[src/stip_mul.sv]
module stip_mul #(
   parameter int AW = 33,
   parameter int BW = 33
) (
   input  logic                    clock,
   input  logic                    en,
   input  logic signed [AW-1:0]    a,
   input  logic signed [BW-1:0]    b,
   output logic signed [AW+BW-1:0] p
);

   localparam int PW = AW + BW;
   localparam int DG = 32;
   localparam int NA = (AW + DG - 1) / DG;
   localparam int NB = (BW + DG - 1) / DG;
   localparam int SW = (NA + NB) * DG;

   logic [AW-1:0]      am;
   logic [BW-1:0]      bm;
   logic [NA*DG-1:0]   ma_ff;
   logic [NB*DG-1:0]   mb_ff;
   logic               neg1_ff, neg2_ff, neg3_ff;
   logic [2*DG-1:0]    pp_ff [NA*NB];
   logic [SW-1:0]      sum_in;
   logic [PW-1:0]      mag_ff;
   logic signed [PW-1:0] p_ff;

   always_comb begin
      am = a[AW-1] ? $unsigned(-a) : $unsigned(a);
      bm = b[BW-1] ? $unsigned(-b) : $unsigned(b);
   end

   always_ff @(posedge clock) begin
      if (en) begin
         ma_ff <= (NA*DG)'(am);
         mb_ff <= (NB*DG)'(bm);
         neg1_ff <= a[AW-1] ^ b[BW-1];
         neg2_ff <= neg1_ff;
         neg3_ff <= neg2_ff;
      end
   end

   for (genvar i = 0; i < NA; i++) begin : g_row
      for (genvar j = 0; j < NB; j++) begin : g_col
         always_ff @(posedge clock) begin
            if (en) begin
               pp_ff[i*NB+j] <= ma_ff[i*DG +: DG] * mb_ff[j*DG +: DG];
            end
         end
      end
   end

   always_comb begin
      sum_in = '0;
      for (int i = 0; i < NA; i++) begin
         for (int j = 0; j < NB; j++) begin
            sum_in = sum_in + (SW'(pp_ff[i*NB+j]) << (DG * (i + j)));
         end
      end
   end

   always_ff @(posedge clock) begin
      if (en) begin
         mag_ff <= sum_in[PW-1:0];
         p_ff <= neg3_ff ? -$signed(mag_ff) : $signed(mag_ff);
      end
   end

   assign p = p_ff;

endmodule

[config.mk]
export PLATFORM = sky130hd
export DESIGN_NAME = stip_mul
export DESIGN_NICKNAME = d
export VERILOG_FILES = /design/src/stip_mul.sv
export SDC_FILE = /design/constraint.sdc
export NUM_CORES = 2
export LEC_CHECK = 0
export BUFFER_PORTS_ARGS = -buffer_cell sky130_fd_sc_hd__buf_4
export CORE_MARGIN = 8
export CORE_UTILIZATION = 47
export DETAILED_ROUTE_END_ITERATION = 10
export GPL_TIMING_DRIVEN = 0
export SLEW_MARGIN = 15
export SYNTH_ARGS = -nofsm -noshare
export SYNTH_HDL_FRONTEND = slang
export SYNTH_SLANG_ARGS = --single-unit
[constraint.sdc]
create_clock -name clock -period 23.1 [get_ports clock]
set_clock_uncertainty 0.05 [all_clocks]
set_input_delay 4.62 -clock clock [delete_from_list [all_inputs] [get_ports clock]]
set_output_delay 4.62 -clock clock [all_outputs]
set_load 0.05 [all_outputs]
==> Word level (Yosys, flattened, before mapping) <==
Memories as Yosys holds them, arrays and structs flattened.
Index checks and enable logic that the tools add are counted.
Widths: inputs -> output; s select.
{ "totals": {"mem_bits_ro": 0, "mem_count": 1, "wordCells": 26, "mem_bits_rw": 256, "out_inout_bits": 66, "latchBits": 0, "reg_bits": 201, "in_bits": 68} }
{ "memory_table": {"columns": ["memory", "depth", "word_bits", "read_ports", "rd_clocked_by_memory_dff", "wr", "line", "rtl"], "rows": [
  ["pp_ff", 4, 64, 4, 0, 4, "23", "logic [2*DG-1:0] pp_ff [NA*NB];"]
]} }
{ "op_classes": {"mux": 5, "reduce_logical": 0, "n_div": 0, "shift": 0, "magnitude_cmp": 0, "mul": 4, "n_addsub": 6, "bitwise": 1, "eq_ne": 0} }
{ "ops": {"columns": ["op", "n"], "rows": [
  ["$add 66x66->66", 2],
  ["$add 64x66->66", 1],
  ["$mux 66", 1],
  ["$neg 33->33", 2],
  ["$neg 66->66", 1],
  ["$mul 32x32->64", 1],
  ["$mux 32", 2],
  ["$mul 1x32->33", 1],
  ["$mul 32x1->33", 1],
  ["$mul 1x1->2", 1],
  ["$mux 1", 2],
  ["$xor 1x1->1", 1]
]} }

==> Depth between registers and ports, before layout <==
An unclocked memory read counts as a cell.
{ "depth": {"depth_word": 4, "ltp_mapped": 28, "mapped_depth_nobuf": 27} }

==> Worst setup path after synthesis <==
Ideal clock, no wire load.
{ "synth_path": {"kind": "reg-to-reg", "start": "register mb_ff[2]", "end": "memory pp_ff[0][61] (netlist bit) (data pin)", "setup_time_ns": 0.259, "n_path_buf": 2, "arrival_time_ns": 7.212, "path_slack_ns": 15.579, "stages_incl_launch_ff": 27, "synth_period_minus_slack_ns": 7.521, "required_ns": 22.792, "cell_sequence": "edfxtp_1 -> clkbuf_1 -> and2_1 -> fa_1 -> inv_1 -> fa_1 -> fa_1 -> fa_1 -> inv_1 -> fa_1 -> inv_1 -> fa_1 -> inv_1 -> fa_1 -> fa_1 -> ha_1 -> clkbuf_1 -> and4_1 -> and4_1 -> a221oi_1 -> a21oi_1 -> o21ba_2 -> o21ai_0 -> o211ai_1 -> a21o_1 -> a21oi_1 -> xnor2_1"} }
{ "synth_lines": {"columns": ["element", "line", "rtl"], "rows": [
  ["start: declaration", "21", "logic [NB*DG-1:0] mb_ff;"],
  ["start signal: assignment", "36", "mb_ff <= (NB*DG)'(bm);"],
  ["end: declaration", "23", null]
]} }

==> impl_metrics.py <==
metrics = {
    "status": {
        "status": "finished, final reports clean",
    },
    "die": {
        "start_util": 0.472,
        "dieArea_sq_um": 114000,
        "die_y_um": 338,
        "rows": 118,
        "io_pins": 134,
        "fp.coreArea_sq_um": 103000,
        "die_w_um": 338,
    },
    "worst_setup_path": {
        "cp-end-kind": "flop",
        "crit_top_cell": "fa_1",
        "crit_required_ns": 23.32,
        "reg2reg_from": "mb_ff[5]",
        "crit_arrival_ns": 10.28,
        "worstSetupPathType": "flop to flop",
        "ff2ff_path_depth": 24,
        "crit_family": "adder cells",
        "worstPathMaxFanout": 10,
        "r2r_slack_ns": 13.04,
        "start_kind": "flop",
        "worstReg2RegEnd": "pp_ff[0][57]",
        "cp_slowest_cell": "clkbuf_1",
        "crit_buf_inv": 4,
        "max_stage_delay_ns": 1.07,
        "cp_cell_sequence": "clkbuf_1, and2_1, fa_1, fa_1, fa_1, inv_1, fa_1, inv_1, fa_1, fa_1, fa_1, fa_1, ha_1, clkbuf_1, and4_1, and4_1, a221oi_1, a21oi_1, o21ba_2, o21ai_0, o21ai_0, nand2b_1, mux2i_1, o311ai_0",
    },
    "global_route": {
        "overflow": 0,
        "grt_max_degree": 114,
        "grt_pass1_wl_um": 252000,
        "grtUsageTotal": 0.311,
        "antenna_found_initial": 37,
        "grt_pass1_vias": 36400,
    },
    "timing": {
        "setup_slack_ns": 13.04,
        "drv_slew": 0,
        "tns_ns": 0,
        "slew_headroom": 0.0513,
        "rsz0062_at_grt": "false",
        "timing.fmax_mhz": 99.4,
        "worstMarginPinSlew_ns": 1.42,
        "timing.final.crit_share": 0.435,
        "holdWs_ns": 0.353,
        "setup_viol": 0,
        "hold_violations": 0,
        "post-route-min-period_ns": 10.06,
    },
    "min_path": {
        "holdPathStages": 0,
        "hold_path_startpoint": "pp_ff[0][22]",
        "min_path_type": "flop to flop",
        "holdPathEnd": "mag_ff[22]",
    },
    "placement": {
        "portBuffers": 132,
        "dp_slack_ns": 13.40,
        "placed_cells_incl_taps": 6280,
        "gp_congestion": 1.04,
        "dpl.hpwl_um": 142000,
    },
    "clocking": {
        "post_cts_buffers": 0,
        "clk_path_buf_depth": 3,
        "clk_pin_slew_worst_paths_ns": 0.06,
        "cts_resized": 0,
        "clk_latency_ns": 0.61,
        "cts-htree-levels": 2,
        "cts.sinks": 330,
        "cts_buffers": 40,
        "cts_tree": "yes",
        "cts_root_buf": "clkbuf_16",
        "cts-hold-fix-buffers": 0,
    },
    "synth": {
        "synth_edf_count": 330,
        "ys_ff_latch": 330,
        "synth_top_cell_by_area": "fa_1",
        "seq_area_frac_synth": 0.204,
        "synth_ff_type": "edfxtp_1",
        "synthTopCellsByArea": "fa_1 38%, edfxtp_1 20%, and2_1 8.6%",
        "netlist_instances": 4765,
        "syn_nets": 6060,
        "ys_types": 64,
        "syn_area_sq_um": 48600,
        "syn_avg_cell_area_sq_um": 10.2,
        "ys_warn_count": 0,
        "yosysTopAreaCellShare": 0.382,
        "synth_most_common_cell": "fa_1",
        "async_flop_share": 0,
        "synth_common_cells": "929 x fa_1, 902 x inv_1, 665 x and2_1, 529 x nand2_1, 330 x edfxtp_1",
    },
    "drt": {
        "detail-route-antenna-nets": 0,
        "drt-total-wl_um": 176000,
        "wl_met2_um": 73500,
        "via_count": 35700,
        "drtIter0Drc": 3495,
        "firstDrtPassIters": 6,
        "highest_layer": "met5",
        "met1_length_um": 70700,
        "wl_per_cell_um": 27.5,
        "via_per_inst": 5.59,
        "wl_met3_um": 21900,
        "drc": 0,
    },
    "final_layout": {
        "fillers": 9621,
        "num-nets-final": 6237,
        "area_growth_syn_to_layout_pct": 8.99,
        "fin_cells": 6396,
        "layout-drive-gt1-share": 0.0491,
    },
    "run": {
        "maxCapViolCount": 0,
    },
}
-- placed cells by master, fill, tap and decap left out, types with 9 or more instances in the layout --
master,n
a21o_1,57
a21oi_1,107
a31oi_1,9
and2_1,665
and3_1,10
buf_4,131
clkbuf_1,223
clkbuf_16,40
clkbuf_2,22
diode_2,42
edfxtp_1,330
fa_1,929
ha_1,298
inv_1,902
nand2_1,529
nand2b_1,12
nand3_1,30
nand4_1,26
nor2_1,63
nor2b_1,11
nor3_1,20
nor4_1,12
o21a_1,12
o21ai_0,86
o21bai_1,24
o31ai_1,42
o41ai_1,21
or3_1,17
or4_1,21
xnor2_1,184
xor2_1,30
-- routing by layer --
layer	track usage	vias to the layer above
met3	0.0989	478
met4	0.139	16
met2	0.456	2109
met5	0	-
met1	0.421	18000
li1	-	15100
-- registers in the layout (all words and copies together) (netlist names) --
| signal | count |
|---|---|
| mag_ff | 66 |
| pp_ff | 129 |
| ma_ff | 33 |
| neg2_ff | 1 |
| p | 66 |
| neg3_ff | 1 |
| neg1_ff | 1 |
| mb_ff | 33 |
-- metrics by stage --
stage / utilization / cell area (sq um)
2_1_floorplan: - / 48600
3_3_place_gp: 0.498 / 51400
3_5_place_dp: 0.500 / 51500
4_1_cts: 0.513 / 52900
5_1_grt: 0.514 / 52900
6_report: 0.515 / 53000
-- worst reg2reg max path: cells and delay by family (launching register included) --
| kind | cells | cell delay, ns |
|---|---|---|
| buf+inv | 4 | 1.38 |
| compound gates | 6 | 2.04 |
| fa+ha+maj | 9 | 4.37 |
| flops | 1 | 0.81 |
| simple gates | 4 | 0.93 |
| mux | 1 | 0.17 |
-- kinds of logic after synthesis --
| kind of cell | synth area share |
|---|---|
| xor+xnor | 0.0385 |
| flops | 0.204 |
| mux | 0.000206 |
| fa+ha+maj | 0.459 |
| buf+inv | 0.0886 |
| simple gates | 0.156 |
| compound gates | 0.0544 |
-- worst max path at each step --
stage	startpoint	to	slack (ns)	depth (start not counted)
floorplan	mb_ff[2]	pp_ff[0][61]	15.58	26
global placement	ma_ff[11]	pp_ff[0][57]	13.30	26
detailed placement	mb_ff[5]	pp_ff[0][57]	13.40	24
CTS	mb_ff[5]	pp_ff[0][57]	13.36	24
global route	mb_ff[5]	pp_ff[0][57]	13.01	24
finish	mb_ff[5]	pp_ff[0][57]	13.04	24
-- cell type report --
class | instances | area [sq um] | area share
plain buffers | 244 | 951 | 0.0179
clock buffers | 42 | 1010 | 0.0190
flip-flops and latches | 330 | 9910 | 0.187
well taps | 1380 | 1730 | 0.0326
diodes | 42 | 105 | 0.00198
inverters | 902 | 3390 | 0.0639
clock inverters | 32 | 427 | 0.00805
multi-input cells | 3289 | 34400 | 0.649
repair buffers | 135 | 1080 | 0.0204
Power is not shown: default switching activity piles up to over one toggle a cycle in this logic, so the estimate is an artifact.
